[src/rtl/core/dds_pkg.sv]
`default_nettype none
package dds_pkg;

	localparam int SAMPLE_RATE_HZ = 22050;

	localparam int FREQ_W   = 13;
	localparam int VOL_W    = 14;
	localparam int PHASE_W  = 16;
	localparam int STEP_W   = 15;
	localparam int SAMPLE_W = 15;
	localparam int ROM_AW   = 8;
	localparam int ROM_DW   = 16;
	localparam int KEY_W    = 8;

	localparam logic OP_KEY  = 1'b0;
	localparam logic OP_TICK = 1'b1;

	localparam logic [KEY_W-1:0] KEY_UP     = 8'h26;
	localparam logic [KEY_W-1:0] KEY_DOWN   = 8'h28;
	localparam logic [KEY_W-1:0] KEY_RIGHT  = 8'h27;
	localparam logic [KEY_W-1:0] KEY_LEFT   = 8'h25;
	localparam logic [KEY_W-1:0] KEY_W_CHAR = 8'h77;
	localparam logic [KEY_W-1:0] KEY_S_CHAR = 8'h73;
	localparam logic [KEY_W-1:0] KEY_D_CHAR = 8'h64;
	localparam logic [KEY_W-1:0] KEY_A_CHAR = 8'h61;

	localparam logic [FREQ_W-1:0] FREQ_RESET    = 13'd440;
	localparam logic [FREQ_W-1:0] FREQ_STEP     = 13'd50;
	localparam logic [FREQ_W-1:0] FREQ_MAX      = 13'd8000;
	localparam logic [FREQ_W-1:0] FREQ_MIN      = 13'd50;
	localparam logic [FREQ_W-1:0] FREQ_DOWN_LIM = 13'd100;

	localparam logic [VOL_W-1:0] VOL_RESET    = 14'd2000;
	localparam logic [VOL_W-1:0] VOL_STEP     = 14'd500;
	localparam logic [VOL_W-1:0] VOL_MAX      = 14'd16000;
	localparam logic [VOL_W-1:0] VOL_MIN      = 14'd200;
	localparam logic [VOL_W-1:0] VOL_DOWN_LIM = 14'd700;

	// Phase step = floor(freq * 2^16 / rate) by a ceiling reciprocal; the shift
	// is wide enough that the result is exact for every 13-bit frequency.
	localparam int STEP_SHIFT   = 45;
	localparam int STEP_RECIP_W = 33;
	localparam int STEP_PROD_W  = FREQ_W + STEP_RECIP_W;
	localparam int STEP_Q_LSB   = STEP_SHIFT - PHASE_W;
	localparam int STEP_Q_W     = STEP_PROD_W - STEP_Q_LSB;
	localparam logic [STEP_RECIP_W-1:0] STEP_RECIP = STEP_RECIP_W'(
		((64'd1 << STEP_SHIFT) + 64'(SAMPLE_RATE_HZ) - 64'd1) / 64'(SAMPLE_RATE_HZ));

	// Volume scaling: floor(mag / 32767) by a ceiling reciprocal, exact below 2^29.
	localparam int MAG_W       = 15;
	localparam int SCALE_W     = MAG_W + VOL_W;
	localparam int VOL_SHIFT   = 44;
	localparam int VOL_RECIP_W = 30;
	localparam int QUO_W       = SCALE_W + VOL_RECIP_W;
	localparam logic [VOL_RECIP_W-1:0] VOL_RECIP = VOL_RECIP_W'(
		((64'd1 << VOL_SHIFT) + 64'd32766) / 64'd32767);

	localparam logic [STEP_W-1:0] STEP_MAX = 15'h7FFF;
	localparam logic [STEP_W-1:0] STEP_MIN = 15'd1;

	function automatic logic [STEP_W-1:0] step_sat(input logic [STEP_Q_W-1:0] q);
		logic [STEP_W-1:0] r;
		if (q == '0) begin
			r = STEP_MIN;
		end else if (q > STEP_Q_W'(STEP_MAX)) begin
			r = STEP_MAX;
		end else begin
			r = q[STEP_W-1:0];
		end
		return r;
	endfunction

	localparam logic [STEP_W-1:0] STEP_RESET =
		step_sat(STEP_Q_W'((int'(FREQ_RESET) * 65536) / SAMPLE_RATE_HZ));

	typedef struct packed {
		logic [VOL_W-1:0]  volume;
		logic [STEP_W-1:0] step;
		logic              busy;
	} tone_t;

	typedef struct packed {
		logic                     valid;
		logic signed [ROM_DW-1:0] raw;
		logic [VOL_W-1:0]         volume;
	} tap_t;

	localparam logic signed [ROM_DW-1:0] SINE_ROM [0:255] = '{
		16'sd0, 16'sd804, 16'sd1608, 16'sd2410, 16'sd3212, 16'sd4011, 16'sd4808, 16'sd5602,
		16'sd6393, 16'sd7179, 16'sd7962, 16'sd8739, 16'sd9512, 16'sd10278, 16'sd11039,
		16'sd11793,
		16'sd12539, 16'sd13279, 16'sd14010, 16'sd14732, 16'sd15446, 16'sd16151, 16'sd16846,
		16'sd17530,
		16'sd18204, 16'sd18868, 16'sd19519, 16'sd20159, 16'sd20787, 16'sd21403, 16'sd22005,
		16'sd22594,
		16'sd23170, 16'sd23731, 16'sd24279, 16'sd24811, 16'sd25330, 16'sd25832, 16'sd26319,
		16'sd26790,
		16'sd27245, 16'sd27683, 16'sd28105, 16'sd28510, 16'sd28898, 16'sd29268, 16'sd29621,
		16'sd29956,
		16'sd30273, 16'sd30571, 16'sd30852, 16'sd31113, 16'sd31356, 16'sd31580, 16'sd31785,
		16'sd31971,
		16'sd32138, 16'sd32285, 16'sd32412, 16'sd32521, 16'sd32610, 16'sd32679, 16'sd32728,
		16'sd32757,
		16'sd32767, 16'sd32757, 16'sd32728, 16'sd32679, 16'sd32610, 16'sd32521, 16'sd32412,
		16'sd32285,
		16'sd32138, 16'sd31971, 16'sd31785, 16'sd31580, 16'sd31356, 16'sd31113, 16'sd30852,
		16'sd30571,
		16'sd30273, 16'sd29956, 16'sd29621, 16'sd29268, 16'sd28898, 16'sd28510, 16'sd28105,
		16'sd27683,
		16'sd27245, 16'sd26790, 16'sd26319, 16'sd25832, 16'sd25330, 16'sd24811, 16'sd24279,
		16'sd23731,
		16'sd23170, 16'sd22594, 16'sd22005, 16'sd21403, 16'sd20787, 16'sd20159, 16'sd19519,
		16'sd18868,
		16'sd18204, 16'sd17530, 16'sd16846, 16'sd16151, 16'sd15446, 16'sd14732, 16'sd14010,
		16'sd13279,
		16'sd12539, 16'sd11793, 16'sd11039, 16'sd10278, 16'sd9512, 16'sd8739, 16'sd7962,
		16'sd7179,
		16'sd6393, 16'sd5602, 16'sd4808, 16'sd4011, 16'sd3212, 16'sd2410, 16'sd1608, 16'sd804,
		16'sd0, -16'sd804, -16'sd1608, -16'sd2410, -16'sd3212, -16'sd4011, -16'sd4808,
		-16'sd5602,
		-16'sd6393, -16'sd7179, -16'sd7962, -16'sd8739, -16'sd9512, -16'sd10278, -16'sd11039,
		-16'sd11793,
		-16'sd12539, -16'sd13279, -16'sd14010, -16'sd14732, -16'sd15446, -16'sd16151,
		-16'sd16846, -16'sd17530,
		-16'sd18204, -16'sd18868, -16'sd19519, -16'sd20159, -16'sd20787, -16'sd21403,
		-16'sd22005, -16'sd22594,
		-16'sd23170, -16'sd23731, -16'sd24279, -16'sd24811, -16'sd25330, -16'sd25832,
		-16'sd26319, -16'sd26790,
		-16'sd27245, -16'sd27683, -16'sd28105, -16'sd28510, -16'sd28898, -16'sd29268,
		-16'sd29621, -16'sd29956,
		-16'sd30273, -16'sd30571, -16'sd30852, -16'sd31113, -16'sd31356, -16'sd31580,
		-16'sd31785, -16'sd31971,
		-16'sd32138, -16'sd32285, -16'sd32412, -16'sd32521, -16'sd32610, -16'sd32679,
		-16'sd32728, -16'sd32757,
		-16'sd32767, -16'sd32757, -16'sd32728, -16'sd32679, -16'sd32610, -16'sd32521,
		-16'sd32412, -16'sd32285,
		-16'sd32138, -16'sd31971, -16'sd31785, -16'sd31580, -16'sd31356, -16'sd31113,
		-16'sd30852, -16'sd30571,
		-16'sd30273, -16'sd29956, -16'sd29621, -16'sd29268, -16'sd28898, -16'sd28510,
		-16'sd28105, -16'sd27683,
		-16'sd27245, -16'sd26790, -16'sd26319, -16'sd25832, -16'sd25330, -16'sd24811,
		-16'sd24279, -16'sd23731,
		-16'sd23170, -16'sd22594, -16'sd22005, -16'sd21403, -16'sd20787, -16'sd20159,
		-16'sd19519, -16'sd18868,
		-16'sd18204, -16'sd17530, -16'sd16846, -16'sd16151, -16'sd15446, -16'sd14732,
		-16'sd14010, -16'sd13279,
		-16'sd12539, -16'sd11793, -16'sd11039, -16'sd10278, -16'sd9512, -16'sd8739,
		-16'sd7962, -16'sd7179,
		-16'sd6393, -16'sd5602, -16'sd4808, -16'sd4011, -16'sd3212, -16'sd2410, -16'sd1608,
		-16'sd804
	};

endpackage
`default_nettype wire

[src/rtl/core/dds_if.sv]
`default_nettype none
interface dds_cmd_if;
	logic                       valid;
	logic                       ready;
	logic                       opcode;
	logic [dds_pkg::KEY_W-1:0]  key_code;
	logic                       key_pressed;

	modport source(output valid, output opcode, output key_code, output key_pressed,
		input ready);
	modport sink(input valid, input opcode, input key_code, input key_pressed,
		output ready);
endinterface

interface dds_smp_if;
	logic                              valid;
	logic                              ready;
	logic signed [dds_pkg::SAMPLE_W-1:0] sample;

	modport source(output valid, output sample, input ready);
	modport sink(input valid, input sample, output ready);
endinterface
`default_nettype wire

[src/rtl/core/dds_sine_tone_generator_top.sv]
// Channel  Dir  Transfer carries
// cmd      in   opcode, key_code, key_pressed (key event or sample tick)
// smp      out  sample (one per sample tick)
//
// Sample ticks are taken one per cycle while cmd.ready is high.
// A key event holds off further items while the phase step
// multiply and saturation update the step register.
// Reset clears the phase and loads 440 Hz, volume 2000 and the matching step.
// A stalled output fills the four pipeline stages before cmd.ready drops.
`default_nettype none
module dds_sine_tone_generator_top (
	input  wire logic  clk,
	input  wire logic  arst_n,
	dds_cmd_if.sink    cmd,
	dds_smp_if.source  smp
);

	dds_pkg::tone_t tone;
	dds_pkg::tap_t  tap;
	logic           en_s1;
	logic           fire;
	logic           key_fire;
	logic           tick_fire;

	assign cmd.ready = en_s1 & ~tone.busy;
	assign fire      = cmd.valid & cmd.ready;
	assign key_fire  = fire & (cmd.opcode == dds_pkg::OP_KEY);
	assign tick_fire = fire & (cmd.opcode == dds_pkg::OP_TICK);

	dds_key_ctrl u_key (
		.clk         (clk),
		.arst_n      (arst_n),
		.key_fire    (key_fire),
		.key_code    (cmd.key_code),
		.key_pressed (cmd.key_pressed),
		.tone        (tone)
	);

	dds_phase_rom u_rom (
		.clk       (clk),
		.arst_n    (arst_n),
		.tick_fire (tick_fire),
		.en_s1     (en_s1),
		.tone      (tone),
		.tap       (tap)
	);

	dds_scale u_scale (
		.clk        (clk),
		.arst_n     (arst_n),
		.tap        (tap),
		.en_s1      (en_s1),
		.smp_valid  (smp.valid),
		.smp_ready  (smp.ready),
		.smp_sample (smp.sample)
	);

endmodule
`default_nettype wire

[src/rtl/core/dds_key_ctrl.sv]
`default_nettype none
module dds_key_ctrl (
	input  wire logic                      clk,
	input  wire logic                      arst_n,
	input  wire logic                      key_fire,
	input  wire logic [dds_pkg::KEY_W-1:0] key_code,
	input  wire logic                      key_pressed,
	output dds_pkg::tone_t                 tone
);

	logic [dds_pkg::FREQ_W-1:0]      freq_q;
	logic [dds_pkg::VOL_W-1:0]       vol_q;
	logic [dds_pkg::STEP_W-1:0]      step_q;
	logic                            upd_s1;
	logic                            upd_s2;
	logic [dds_pkg::STEP_PROD_W-1:0] prod_s2;

	logic [dds_pkg::FREQ_W:0]   freq_up;
	logic [dds_pkg::VOL_W:0]    vol_up;
	logic [dds_pkg::FREQ_W-1:0] freq_d;
	logic [dds_pkg::VOL_W-1:0]  vol_d;

	always_comb begin
		freq_up = {1'b0, freq_q} + {1'b0, dds_pkg::FREQ_STEP};
		vol_up  = {1'b0, vol_q} + {1'b0, dds_pkg::VOL_STEP};
		freq_d  = freq_q;
		vol_d   = vol_q;
		if (key_pressed) begin
			case (key_code)
				dds_pkg::KEY_UP, dds_pkg::KEY_W_CHAR: begin
					freq_d = (freq_up > {1'b0, dds_pkg::FREQ_MAX}) ? dds_pkg::FREQ_MAX
						: freq_up[dds_pkg::FREQ_W-1:0];
				end
				dds_pkg::KEY_DOWN, dds_pkg::KEY_S_CHAR: begin
					freq_d = (freq_q >= dds_pkg::FREQ_DOWN_LIM)
						? freq_q - dds_pkg::FREQ_STEP : dds_pkg::FREQ_MIN;
				end
				dds_pkg::KEY_RIGHT, dds_pkg::KEY_D_CHAR: begin
					vol_d = (vol_up > {1'b0, dds_pkg::VOL_MAX}) ? dds_pkg::VOL_MAX
						: vol_up[dds_pkg::VOL_W-1:0];
				end
				dds_pkg::KEY_LEFT, dds_pkg::KEY_A_CHAR: begin
					vol_d = (vol_q >= dds_pkg::VOL_DOWN_LIM)
						? vol_q - dds_pkg::VOL_STEP : dds_pkg::VOL_MIN;
				end
				default: begin
				end
			endcase
		end
	end

	// The step is rebuilt via prod_s2 and upd_s2 after every key event; the top
	// level holds off sample ticks until it has landed.
	always_ff @(posedge clk or negedge arst_n) begin
		if (!arst_n) begin
			freq_q <= dds_pkg::FREQ_RESET;
			vol_q  <= dds_pkg::VOL_RESET;
			step_q <= dds_pkg::STEP_RESET;
			upd_s1 <= 1'b0;
			upd_s2 <= 1'b0;
		end else begin
			upd_s1 <= key_fire;
			upd_s2 <= upd_s1;
			if (key_fire) begin
				freq_q <= freq_d;
				vol_q  <= vol_d;
			end
			if (upd_s2) begin
				step_q <= dds_pkg::step_sat(prod_s2[dds_pkg::STEP_PROD_W-1:dds_pkg::STEP_Q_LSB]);
			end
		end
	end

	always_ff @(posedge clk) begin
		prod_s2 <= dds_pkg::STEP_PROD_W'(freq_q) * dds_pkg::STEP_PROD_W'(dds_pkg::STEP_RECIP);
	end

	assign tone.volume = vol_q;
	assign tone.step   = step_q;
	assign tone.busy   = upd_s1 | upd_s2;

endmodule
`default_nettype wire

[src/rtl/core/dds_phase_rom.sv]
`default_nettype none
module dds_phase_rom (
	input  wire logic           clk,
	input  wire logic           arst_n,
	input  wire logic           tick_fire,
	input  wire logic           en_s1,
	input  wire dds_pkg::tone_t tone,
	output dds_pkg::tap_t       tap
);

	logic [dds_pkg::PHASE_W-1:0]       phase_q;
	logic                              valid_s1;
	logic signed [dds_pkg::ROM_DW-1:0] raw_s1;
	logic [dds_pkg::VOL_W-1:0]         vol_s1;

	always_ff @(posedge clk or negedge arst_n) begin
		if (!arst_n) begin
			phase_q  <= '0;
			valid_s1 <= 1'b0;
		end else begin
			if (en_s1) begin
				valid_s1 <= tick_fire;
			end
			if (tick_fire) begin
				phase_q <= phase_q + dds_pkg::PHASE_W'(tone.step);
			end
		end
	end

	// Synchronous ROM read, held while the next stage is stalled.
	always_ff @(posedge clk) begin
		if (en_s1) begin
			raw_s1 <= dds_pkg::SINE_ROM[phase_q[dds_pkg::PHASE_W-1 -: dds_pkg::ROM_AW]];
			vol_s1 <= tone.volume;
		end
	end

	assign tap.valid  = valid_s1;
	assign tap.raw    = raw_s1;
	assign tap.volume = vol_s1;

endmodule
`default_nettype wire

[src/rtl/core/dds_scale.sv]
`default_nettype none
module dds_scale (
	input  wire logic                               clk,
	input  wire logic                               arst_n,
	input  wire dds_pkg::tap_t                      tap,
	output logic                                    en_s1,
	output logic                                    smp_valid,
	input  wire logic                               smp_ready,
	output logic signed [dds_pkg::SAMPLE_W-1:0]     smp_sample
);

	logic                              valid_s2;
	logic                              valid_s3;
	logic                              out_valid_q;
	logic [dds_pkg::SCALE_W-1:0]       mag_s2;
	logic                              neg_s2;
	logic [dds_pkg::QUO_W-1:0]         quo_s3;
	logic                              neg_s3;
	logic signed [dds_pkg::SAMPLE_W-1:0] sample_q;

	logic                          en_s2;
	logic                          en_s3;
	logic                          en_out;
	logic [dds_pkg::ROM_DW-1:0]    abs_raw;
	logic [dds_pkg::VOL_W-1:0]     quo;
	logic [dds_pkg::SAMPLE_W-1:0]  quo_ext;

	// Each stage moves on when the one after it is empty or moving.
	assign en_out = ~out_valid_q | smp_ready;
	assign en_s3  = ~valid_s3 | en_out;
	assign en_s2  = ~valid_s2 | en_s3;
	assign en_s1  = ~tap.valid | en_s2;

	assign abs_raw = tap.raw[dds_pkg::ROM_DW-1] ? (~tap.raw + dds_pkg::ROM_DW'(1)) : tap.raw;
	assign quo     = quo_s3[dds_pkg::VOL_SHIFT +: dds_pkg::VOL_W];
	assign quo_ext = {1'b0, quo};

	always_ff @(posedge clk or negedge arst_n) begin
		if (!arst_n) begin
			valid_s2    <= 1'b0;
			valid_s3    <= 1'b0;
			out_valid_q <= 1'b0;
		end else begin
			if (en_s2) begin
				valid_s2 <= tap.valid;
			end
			if (en_s3) begin
				valid_s3 <= valid_s2;
			end
			if (en_out) begin
				out_valid_q <= valid_s3;
			end
		end
	end

	always_ff @(posedge clk) begin
		if (en_s2) begin
			mag_s2 <= dds_pkg::SCALE_W'(abs_raw[dds_pkg::MAG_W-1:0])
				* dds_pkg::SCALE_W'(tap.volume);
			neg_s2 <= tap.raw[dds_pkg::ROM_DW-1];
		end
		if (en_s3) begin
			quo_s3 <= dds_pkg::QUO_W'(mag_s2) * dds_pkg::QUO_W'(dds_pkg::VOL_RECIP);
			neg_s3 <= neg_s2;
		end
		if (en_out) begin
			sample_q <= neg_s3 ? -$signed(quo_ext) : $signed(quo_ext);
		end
	end

	assign smp_valid  = out_valid_q;
	assign smp_sample = sample_q;

endmodule
`default_nettype wire

[src/flat_wrapper.sv]
// flat-port wrapper written by rule: the top's interface ports become plain ports
module dds_sine_tone_generator_top_flat 
  (clk, arst_n, cmd_valid, cmd_opcode, cmd_key_code, cmd_key_pressed, cmd_ready, smp_valid, smp_sample, smp_ready);
  dds_cmd_if cmd_i ();
  dds_smp_if smp_i ();
  input  wire logic clk;
  input  wire logic arst_n;
  input wire logic [$bits(cmd_i.valid)-1:0] cmd_valid;
  input wire logic [$bits(cmd_i.opcode)-1:0] cmd_opcode;
  input wire logic [$bits(cmd_i.key_code)-1:0] cmd_key_code;
  input wire logic [$bits(cmd_i.key_pressed)-1:0] cmd_key_pressed;
  output wire logic [$bits(cmd_i.ready)-1:0] cmd_ready;
  output wire logic [$bits(smp_i.valid)-1:0] smp_valid;
  output wire logic [$bits(smp_i.sample)-1:0] smp_sample;
  input wire logic [$bits(smp_i.ready)-1:0] smp_ready;
  assign cmd_i.valid = cmd_valid;
  assign cmd_i.opcode = cmd_opcode;
  assign cmd_i.key_code = cmd_key_code;
  assign cmd_i.key_pressed = cmd_key_pressed;
  assign cmd_ready = cmd_i.ready;
  assign smp_valid = smp_i.valid;
  assign smp_sample = smp_i.sample;
  assign smp_i.ready = smp_ready;
  dds_sine_tone_generator_top u_core (.clk(clk), .arst_n(arst_n), .cmd(cmd_i), .smp(smp_i));
endmodule
[config.mk]
export PLATFORM = sky130hd
export DESIGN_NAME = dds_sine_tone_generator_top_flat
export DESIGN_NICKNAME = d
export VERILOG_FILES = /design/src/rtl/core/dds_pkg.sv /design/src/rtl/core/dds_if.sv /design/src/rtl/core/dds_sine_tone_generator_top.sv /design/src/rtl/core/dds_key_ctrl.sv /design/src/rtl/core/dds_phase_rom.sv /design/src/rtl/core/dds_scale.sv /design/src/flat_wrapper.sv
export SDC_FILE = /design/constraint.sdc
export NUM_CORES = 1
export LEC_CHECK = 0
export ABC_AREA = 1
export BUFFER_PORTS_ARGS = -buffer_cell sky130_fd_sc_hd__buf_2
export CAP_MARGIN = 10
export CORE_MARGIN = 2
export CORE_UTILIZATION = 26
export CTS_CLUSTER_SIZE = 12
export DETAILED_ROUTE_END_ITERATION = 16
export GPL_TIMING_DRIVEN = 0
export PLACE_DENSITY_LB_ADDON = 0.3
export SLEW_MARGIN = 20
export SYNTH_ARGS = -nofsm -noshare
export SYNTH_HDL_FRONTEND = slang
export SYNTH_SLANG_ARGS = --single-unit
[constraint.sdc]
create_clock -name clk -period 8.75 [get_ports clk]
set_input_delay 0 -clock clk [delete_from_list [all_inputs] [get_ports clk]]
set_output_delay 0 -clock clk [all_outputs]
set_load 0.02 [all_outputs]
Yosys cells after proc, flatten, opt, wreduce, memory -nomap -nowiden
Memory sizes are Yosys's and may differ from the RTL's. A register that Yosys moved wholly into a read port is not among the register bits. Index checks and enable logic that the tools add are counted.

Bits in registers: 225. Memory bits (read-only): 4096. Output and inout port bits: 17. Logic and storage cells: 78. Memories kept: 1.

Memory list: (no name shown) (words 256, bits a word 16, read ports 1, clocked after memory_dff 1, wr ports 0, line dds_phase_rom.sv:33) `raw_s1 <= dds_pkg::SINE_ROM[phase_q[dds_pkg::PHASE_W-1 -: dds_pkg::ROM_AW]];`.

Add/sub/neg operators: 7. Multiply operators: 3. Magnitude comparators: 5. Eq/ne operators: 8. Mux-type cells: 10. Bitwise gates (word level): 17. Reductions and logical operators: 9.

Operators by type and width (count): $mul A29 B30 Y58 const B (1); $mux W15 (3); $mul A13 B30 Y43 const B (1); $mux W14 (3); $eq A8 B6 Y1 const B (4); $eq A8 B7 Y1 const B (4); $mul A15 B14 Y29 (1); $pmux W14 S2 (1); $mux W13 (2); $pmux W13 S2 (1); $logic_not A17 Y1 (1); $add A16 B15 Y16 (1); $add A14 B9 Y15 const B (1); $add A15 B2 Y15 const B (1); $gt A15 B14 Y1 const B (1); $gt A15 B15 Y1 const B (1); $neg A14 Y15 (1); $not A15 Y15 (1); $add A13 B6 Y14 const B (1); $ge A14 B10 Y1 const B (1); $gt A14 B13 Y1 const B (1); $sub A14 B9 Y14 const B (1); $ge A13 B7 Y1 const B (1); $sub A13 B6 Y13 const B (1); 7 further kinds (24).

Depth between registers and ports, before layout
Gate-level depths: netlist (run 1).

Depth after elaboration: 9. Mapped depth: 33. Mapped depth without buffers: 33.

Cells and area by module
From an unflattened synthesis (run 1), not the netlist that was laid out.

Cells, all modules: 4279. Area total of the unflattened synthesis: 29823.6 µm².

By module, submodules not included: dds_scale (times used 1, cells an instance 1810, area each 13559.3 µm², sequential area each 1876.8 µm²); dds_key_ctrl (times used 1, cells an instance 1311, area each 9883.2 µm², sequential area each 1347.5 µm²); dds_phase_rom (times used 1, cells an instance 1151, area each 6348.6 µm², sequential area each 1326.3 µm²); dds_sine_tone_generator_top (times used 1, cells an instance 7, area each 32.5 µm², sequential area each 0.0 µm²).

Least setup slack after synthesis (run 1)
OpenSTA, ideal clock, no wires.

Path kind: flip-flop to flip-flop. Start: reg u_core.u_rom.raw_s1[0] (netlist name). End: reg u_core.u_scale.mag_s2[20] (netlist name) (data pin). Arrival time: 5.967 ns. Path slack: 2.531 ns. Cell stages (with the launch flop): 32. Path buffers: 0. Cells stage by stage: edfxtp_1 inv_2 ha_1 nand2_1 nor2_2 nand3_1 nor3_2 nand2_1 nand2_2 or2_2 nand2_1 inv_2 nor2_1 fa_1 inv_1 fa_1 inv_1 fa_1 fa_1 fa_1 inv_1 fa_1 inv_1 ha_1 a21oi_1 o21ai_0 a21oi_1 o21ai_1 nand2_1 nand2_1 nand2_1 nand2_1.

Longest elaborated chain between the ends: 4.

Ends and longest elaborated chain: from (decl) (line dds_phase_rom.sv:13) `logic signed [dds_pkg::ROM_DW-1:0] raw_s1;`; $not A15 Y15 (line dds_scale.sv:34) `assign abs_raw = tap.raw[dds_pkg::ROM_DW-1] ? (~tap.raw + dds_pkg::ROM_DW'(1)) : tap.raw;`; $add A15 B2 Y15 (line dds_scale.sv:34); $mux W15 * (line dds_scale.sv:34); $mul A15 B14 Y29 * (line dds_scale.sv:59) `* dds_pkg::SCALE_W'(tap.volume);`; to (signal assigned) (line dds_scale.sv:58) `mag_s2 <= dds_pkg::SCALE_W'(abs_raw[dds_pkg::MAG_W-1:0])`; to (decl) (line dds_scale.sv:15) `logic [dds_pkg::SCALE_W-1:0] mag_s2;`.

Every way passes the cells marked *; elsewhere a longest branch is shown, timed or not. A chain may end at the register's enable or synchronous reset.

Worst setup path after layout (run 1)
Ends and elaborated chain as after synthesis.

==> results.cfg, run 1 <==
[status]
status = finished, final reports clean

[route]
wl_per_cell_um = 20.2
vias_per_cell = 4.94
dr.first_iter.drc_count = 2108
route.detailed.drc = 0
drt-pass1-iter-count = 5
drtAntennaViolNets = 0
dr_total_vias = 25700
routed_wl_um = 105000

[timing]
setup_viol = 0
fin_crit_ps = 7200
slew_violations = 0
fin_worst_skew_ps = 12.6
fmax_mhz = 139
hold_ws_ps = 109
finalHoldViolCount = 0
tightest_slew_ps = 1040
slew_headroom_pct = 30.3
tns_ps = 0
fin_crit_sh_pct = 82.3
rsz0062_at_grt = false

[critical_path]
startpoint = u_core.u_rom.raw_s1[0]$_DFFE_PP_
r2r_start = u_core.u_rom.raw_s1[0]$_DFFE_PP_
cp_slowest_cell = fa_1
cp_max_fo = 7
worstSetupStartpointType = flip-flop
crit_type = reg2reg
end_kind = flip-flop
regToRegSetupSlack_ps = 1550
r2r_end = u_core.u_scale.mag_s2[20]$_DFFE_PP_
path_cells = inv_2 -> ha_1 -> or2_2 -> o21ai_1 -> inv_1 -> nand2_1 -> fa_1 -> fa_1 -> inv_1 -> fa_1 -> fa_1 -> fa_1 -> inv_1 -> fa_1 -> inv_1 -> ha_1 -> a21oi_1 -> o21ai_0 -> a21oi_1 -> o21ai_1 -> nand2_1 -> nand2_1 -> nand2_1 -> nand2_1
cp_common_cell = fa_1
worstPathRequired_ps = 8980
rr_worst_depth = 24
slowest_delay_ps = 560
endpoint = u_core.u_scale.mag_s2[20]$_DFFE_PP_
arrival_ps = 7440

[die]
io_pins = 31
row_count = 119
die_height_um = 331
core_area_mm2 = 0.106
start_util_pct = 26.3
die_w_um = 331
die_area_mm2 = 0.110

[clock_tree]
clkLatencyLatePin_ps = 480
numCtsBuffers = 17
clk_path_buf_depth = 2
postCtsSetupBuffers = 0
cts_tree = done
htree_levels = 4
clock_sinks = 163
clkSlewWorstSetupHoldPaths_ps = 70
post_cts_resized = 0
cts-root-buf = clkbuf_16

[synthesis]
synth_flop_cell = edfxtp_1
ys_seq_elements = 163
yosysSeqAreaShare_pct = 16.1
synth_area_mm2 = 0.0278
syn_avg_cell_area_um2 = 7.51
synth_top_cell_by_area = fa_1
synth_top_cell_area_share_pct = 19.2
yosysMostFrequentCell = nand2_1
synth_warnings = 0
ys_async_sr_fraction_pct = 37.4
synth_commonest_cells = 780 x nand2_1, 582 x inv_1, 392 x nor2_1
synth_cell_types = 69
synth-edff-count = 87
syn_inst = 3702
ys_top_cells_by_area = fa_1 19%, ha_1 17%, nand2_1 11%, edfxtp_1 9.4%, inv_1 7.9%

[layout]
area_delta_synth_final_pct = 9.65
drive_above_1_share_pct = 5.79
fin_util_pct = 28.8
fillers = 11700
nets = 4452
antennaDiodeCount = 0

[run]
max-cap-violations = 0

[place]
port_buffers = 30
dpl.hpwl_um = 86300
gp_congestion = 1.02

[worst_hold_path]
hp-class = in2reg
holdPathStages = 3

[grt]
antenna_found_initial = 2
grt_max_degree = 38
grt_pass1_wl_um = 160000
globalRoute.totalOverflow = 0
grt_pass1_vias = 25700
grtUsageTotal_pct = 19.5
==> timing repair <==
| action | 4_1_cts | 5_1_grt |
|---|---|---|
| endpoints found under the setup margin | 0 | 0 |
| endpoints found under the hold margin | 59 | 0 |
| hold buffers | 4 | 0 |
==> stage by stage <==
stage / std cells / setup slack, ps / area, um^2
4_1_cts: 5190 / 1480 / 30500
2_1_floorplan: 3732 / 2530 / 27900
3_5_place_dp: 5154 / 1500 / 29800
3_3_place_gp: 5153 / 1480 / 29800
6_report: 5190 / 1550 / 30500
5_1_grt: 5190 / 1030 / 30500
==> critical path: cells and delay by family, from the launching register on <==
kind,cells,cell delay [ps]
fa+ha+maj,8,3690
buf+inv,5,630
compound gates,5,1330
flops,1,520
simple gates,6,760
==> layout by cell type (no fill, tap or decap), drive strengths merged, types with 6 or more instances in the layout <==
| cell type | n |
|---|---|
| a21oi | 220 |
| buf | 78 |
| dfrtp | 44 |
| o21ai | 211 |
| edfxtp | 87 |
| a31oi | 17 |
| xor2 | 63 |
| conb | 32 |
| xnor2 | 15 |
| or2 | 11 |
| a21o | 18 |
| dfstp | 17 |
| nor4 | 15 |
| o211ai | 31 |
| a21boi | 6 |
| nand2 | 806 |
| o21bai | 15 |
| a211oi | 6 |
| clkbuf | 51 |
| nor2 | 407 |
| inv | 621 |
| ha | 385 |
| nand4 | 36 |
| nand3 | 218 |
| nor3 | 48 |
| o31ai | 13 |
| dfxtp | 15 |
| o22ai | 10 |
| fa | 267 |
==> worst min-delay path by stage <==
stage	start	end
2_1_floorplan	arst_n	u_core.u_key.freq_q[10]$_DFFE_PN0P_
3_3_place_gp	u_core.u_key.prod_s2[37]$_DFF_P_	u_core.u_key.step_q[8]$_DFFE_PN1P_
3_5_place_dp	arst_n	u_core.u_key.freq_q[2]$_DFFE_PN0P_
4_1_cts	cmd_opcode	u_core.u_rom.phase_q[11]$_DFFE_PN0P_
5_1_grt	cmd_valid	u_core.u_key.upd_s1$_DFF_PN0_
6_report	cmd_valid	u_core.u_key.upd_s1$_DFF_PN0_
==> sequential cells by signal, summed over array words and instances, names as in the netlist, 12 cells and up <==
name,cells
u_core.u_key.freq_q,12
u_core.u_key.prod_s2,15
u_core.u_key.step_q,15
u_core.u_key.vol_q,12
u_core.u_rom.phase_q,16
u_core.u_rom.raw_s1,16
u_core.u_rom.vol_s1,12
u_core.u_scale.mag_s2,28
u_core.u_scale.quo_s3,14
u_core.u_scale.smp_sample,15
==> final cells by class <==
type | count | area (um^2) | share of cell area (%)
Clock inverter | 11 | 100 | 0.329
Inverter | 613 | 2300 | 7.56
Buffer | 77 | 429 | 1.41
Tap cell | 1391 | 1740 | 5.71
Multi-Input combinational cell | 2879 | 20700 | 68.0
Clock buffer | 21 | 493 | 1.62
Timing Repair Buffer | 35 | 220 | 0.723
Sequential cell | 163 | 4460 | 14.6
==> routing by layer <==
metal | track usage, % | up-vias | part of all wire, % | wire, um
li1 | - | 12200 | - | -
met5 | 0 | - | 0.012 | 13
met1 | 26.9 | 12400 | 45 | 47700
met3 | 2.74 | 215 | 5.8 | 6140
met4 | 7.71 | 2 | 4.3 | 4530
met2 | 30.7 | 912 | 44 | 46600
==> cells by family (layout without fill, tap and decap cells) <==
logic type / count (synthesis) / count (layout) / synth area share (%)
xor gates and xnor gates: 78 / 78 / 2.49
and+or+nand+nor: 1548 / 1548 / 23.5
adders and majority gates: 652 / 652 / 36.6
AOI/OAI and AO/OA: 569 / 569 / 11.6
other: 2 / 32 / 0.0270
DFF: 163 / 163 / 16.1
buffers and inverters: 690 / 757 / 9.83
Power of run 1 is not shown: default switching activity piles up to over one toggle a cycle in this logic, so the estimate is an artifact.
==> inputs of run 2 (changes only) <==
--- a/config.mk
+++ b/config.mk
@@ -5,7 +5,7 @@
 export SDC_FILE = /design/constraint.sdc
 export NUM_CORES = 1
 export LEC_CHECK = 0
-export ABC_AREA = 1
+export ABC_AREA = 0
 export BUFFER_PORTS_ARGS = -buffer_cell sky130_fd_sc_hd__buf_2
 export CAP_MARGIN = 10
 export CORE_MARGIN = 2
==> constraint.sdc (replaced) <==
create_clock -name clk -period 5.8 [get_ports clk]
set_input_delay 0 -clock clk [delete_from_list [all_inputs] [get_ports clk]]
set_output_delay 0 -clock clk [all_outputs]
set_load 0.02 [all_outputs]
==> run 2 against run 1 <==
  * The run now ends with setup timing left
  * Worst hold slack worse by 47 ps
  * Flip-flop and latch count unchanged
  * Routed wire length down 3.8%
  * Final cell count down 17%
  * Via count down 12%
  * Cell area down 3.1%
  * Count of clock-buffer cells in the layout down 4
  * Clock skew up 6.2 ps
  * Register-to-register slack worse by 3300 ps
  * Critical path type unchanged
  * Critical endpoint is now u_core.u_scale.mag_s2[26]$_DFFE_PP_
==> results.cfg, run 2 <==
[worst_hold_path]
whs_endpoint = u_core.u_scale.smp_valid$_DFFE_PN0P_
holdPathStages = 3
hp-class = in2reg
min-delay-start = smp_ready

[critical_path]
worstSetupStartpointType = flip-flop
cp_common_cell = fa_1
worstPathRequired_ps = 6030
regToRegSetupSlack_ps = -1720
r2r_end = u_core.u_scale.mag_s2[26]$_DFFE_PP_
worst-path-buf-inv = 6
crit_type = reg2reg
cp_slowest_cell = fa_2
slowest_delay_ps = 570
cp_top_family = adder cells
cp_max_fo = 5
r2r_start = u_core.u_rom.raw_s1[0]$_DFFE_PP_
arrival_ps = 7750
end_kind = flip-flop
rr_worst_depth = 27

[synthesis]
synth_area_mm2 = 0.0257
synth_commonest_cells = 385 x ha_1, 334 x inv_1, 267 x fa_1
synth-edff-count = 87
ys_async_sr_fraction_pct = 37.4
synth_warnings = 0
synth_flop_cell = edfxtp_1
yosysSeqAreaShare_pct = 17.3
synth_cell_types = 93
synth_top_cell_by_area = fa_1
yosysMostFrequentCell = ha_1
ys_seq_elements = 163
ys_top_cells_by_area = fa_1 21%, ha_1 19%, edfxtp_1 10%, inv_1 4.9%, dfrtp_1 4.3%
synth_top_cell_area_share_pct = 20.8
syn_avg_cell_area_um2 = 8.97
syn_inst = 2868

[clock_tree]
clock_sinks = 163
clk_path_buf_depth = 2
htree_levels = 4
numCtsBuffers = 17
cts-root-buf = clkbuf_16
clkSlewWorstSetupHoldPaths_ps = 80
cts_tree = done
clkLatencyLatePin_ps = 480

[timing]
fmax_mhz = 133
fin_worst_skew_ps = 18.7
slew_headroom_pct = 13.9
fin_crit_sh_pct = 130
setup_viol = 20
rsz0062_at_grt = true
fin_crit_ps = 7520
tightest_slew_ps = 1290
finalHoldViolCount = 0
slew_violations = 0
finalWorstSetupSlack_ps = -1720

[place]
gp_congestion = 1.02
port_buffers = 29
dp_cells = 4218
dp_slack_ps = -2390
dpl.hpwl_um = 77800

[run]
max-cap-violations = 0

[route]
wl_per_cell_um = 23.5
drtAntennaViolNets = 0
drt-pass1-iter-count = 6
vias_per_cell = 5.26
route.detailed.drc = 0
routed_wl_um = 101000
dr_total_vias = 22600
dr.first_iter.drc_count = 2199

[layout]
largest_reg_flops = 28
mostFrequentLayoutCell = ha_1
largest-register = u_core.u_scale.mag_s2
reg.largest.list = u_core.u_scale.mag_s2 (28), u_core.u_rom.phase_q (16), u_core.u_rom.raw_s1 (16)
nets = 3670
finalNonFillerCells = 4307
drive_above_1_share_pct = 10.8
area_delta_synth_final_pct = 14.8
layout_common_cells = 366 x ha_1, 311 x inv_1, 256 x fa_1

[die]
die_height_um = 319
start_util_pct = 26.2
die_w_um = 319
io_pins = 31
row_count = 115
core_area_mm2 = 0.0983
die_area_mm2 = 0.101

[grt]
grtUsageTotal_pct = 19.9
grt_max_degree = 50
antenna_found_initial = 3
globalRoute.totalOverflow = 0
grt_pass1_vias = 22900
grt_pass1_wl_um = 151000

[status]
violations = setup timing
status = finished, violations left
-- run 2: changes by cell type after synthesis, sizes merged, moves of 25 or more --
| cell | previous run | this run |
|---|---|---|
| a21oi | 220 | 168 |
| a31oi | 17 | 44 |
| and2 | 1 | 113 |
| clkbuf | 30 | 119 |
| inv | 612 | 334 |
| nand2 | 806 | 257 |
| nand2b | 0 | 26 |
| nand3 | 218 | 63 |
| nor2 | 407 | 148 |
| nor2b | 0 | 25 |
| o21ai | 211 | 174 |
| xnor2 | 15 | 74 |
| xor2 | 63 | 24 |
-- run 2: logic make-up (layout without fill, tap and decap cells) --
family,count (synthesis),in the layout,synth area share [%]
buf+inv,477,596,7.05
xor+xnor,98,98,3.34
compound gates,684,684,17.3
simple gates,775,775,14.7
flops,163,163,17.3
mux,16,16,0.739
fa+ha+maj,653,653,39.6
other cells,2,35,0.0292
-- run 2: final cells by class --
cell class,count,area (um^2)
Buffer,141,628
Antenna cell,3,7.51
Inverter,335,1270
Tap cell,1287,1610
Multi-Input combinational cell,2258,20300
Timing Repair Buffer,88,669
Clock inverter,15,171
Fill cell,10500,68800
Sequential cell,163,4480
Clock buffer,17,425
-- run 2: worst reg2reg max path: stages, from the launching register on --
cell	delay [ps]
edfxtp_1	410
clkbuf_8	160
inv_4	50
ha_4	130
nand2b_4	50
or4_4	470
o31ai_4	280
xnor2_4	150
buf_6	150
and2_4	150
fa_1	530
inv_1	50
fa_1	470
inv_1	50
fa_1	560
fa_2	470
fa_2	570
fa_1	460
ha_4	270
buf_6	130
a21oi_2	160
o21ai_2	80
a31o_4	210
a221o_2	460
a211o_1	330
a31o_1	200
a21oi_2	160
xnor2_2	110
-- run 2: per-layer routing --
layer | share of wire, % | vias up | wire, um | global-route usage, %
li1 | - | 10200 | - | -
met1 | 44 | 11200 | 44200 | 26.8
met2 | 44 | 930 | 44900 | 31.0
met3 | 7.0 | 258 | 7070 | 3.69
met4 | 4.8 | 2 | 4830 | 9.11
met5 | 0.017 | - | 17 | 0
-- run 2: worst max-delay path by stage --
stage | cells after the start | startpoint | to | slack (ps)
6_report | 27 | u_core.u_rom.raw_s1[0]$_DFFE_PP_ | u_core.u_scale.mag_s2[26]$_DFFE_PP_ | -1720
3_3_place_gp | 28 | u_core.u_rom.raw_s1[0]$_DFFE_PP_ | u_core.u_scale.mag_s2[26]$_DFFE_PP_ | -2410
2_1_floorplan | 29 | u_core.u_rom.raw_s1[0]$_DFFE_PP_ | u_core.u_scale.mag_s2[26]$_DFFE_PP_ | -920
3_5_place_dp | 28 | u_core.u_rom.raw_s1[0]$_DFFE_PP_ | u_core.u_scale.mag_s2[26]$_DFFE_PP_ | -2390
4_1_cts | 29 | u_core.u_rom.raw_s1[0]$_DFFE_PP_ | u_core.u_scale.mag_s2[26]$_DFFE_PP_ | -1700
5_1_grt | 24 | u_core.u_rom.raw_s1[6]$_DFFE_PP_ | u_core.u_scale.mag_s2[26]$_DFFE_PP_ | -1960
-- run 2: what timing repair did --
item | 4_1_cts | 5_1_grt
resized for setup | 66 | 54
endpoints found under the hold margin | 62 | 0
pin swaps | 36 | 25
endpoints found under the setup margin | 26 | 30
gates cloned | 0 | 0
buffers inserted | 24 | 28
hold buffers | 4 | 0
-- run 2: per-stage QoR --
stage	hold slack (ps)	util, %	setup TNS, ps	area [um^2]
after CTS	25.3	29.6	-23800	29100
after global placement	185	28.4	-34190	27900
final	62.1	30.0	-24190	29500
after detailed placement	-121	28.5	-33880	28000
after global routing	77.5	30.0	-28690	29500
after floorplan	-296	-	-7740	26200
Power of run 2 is left out for the same reason.
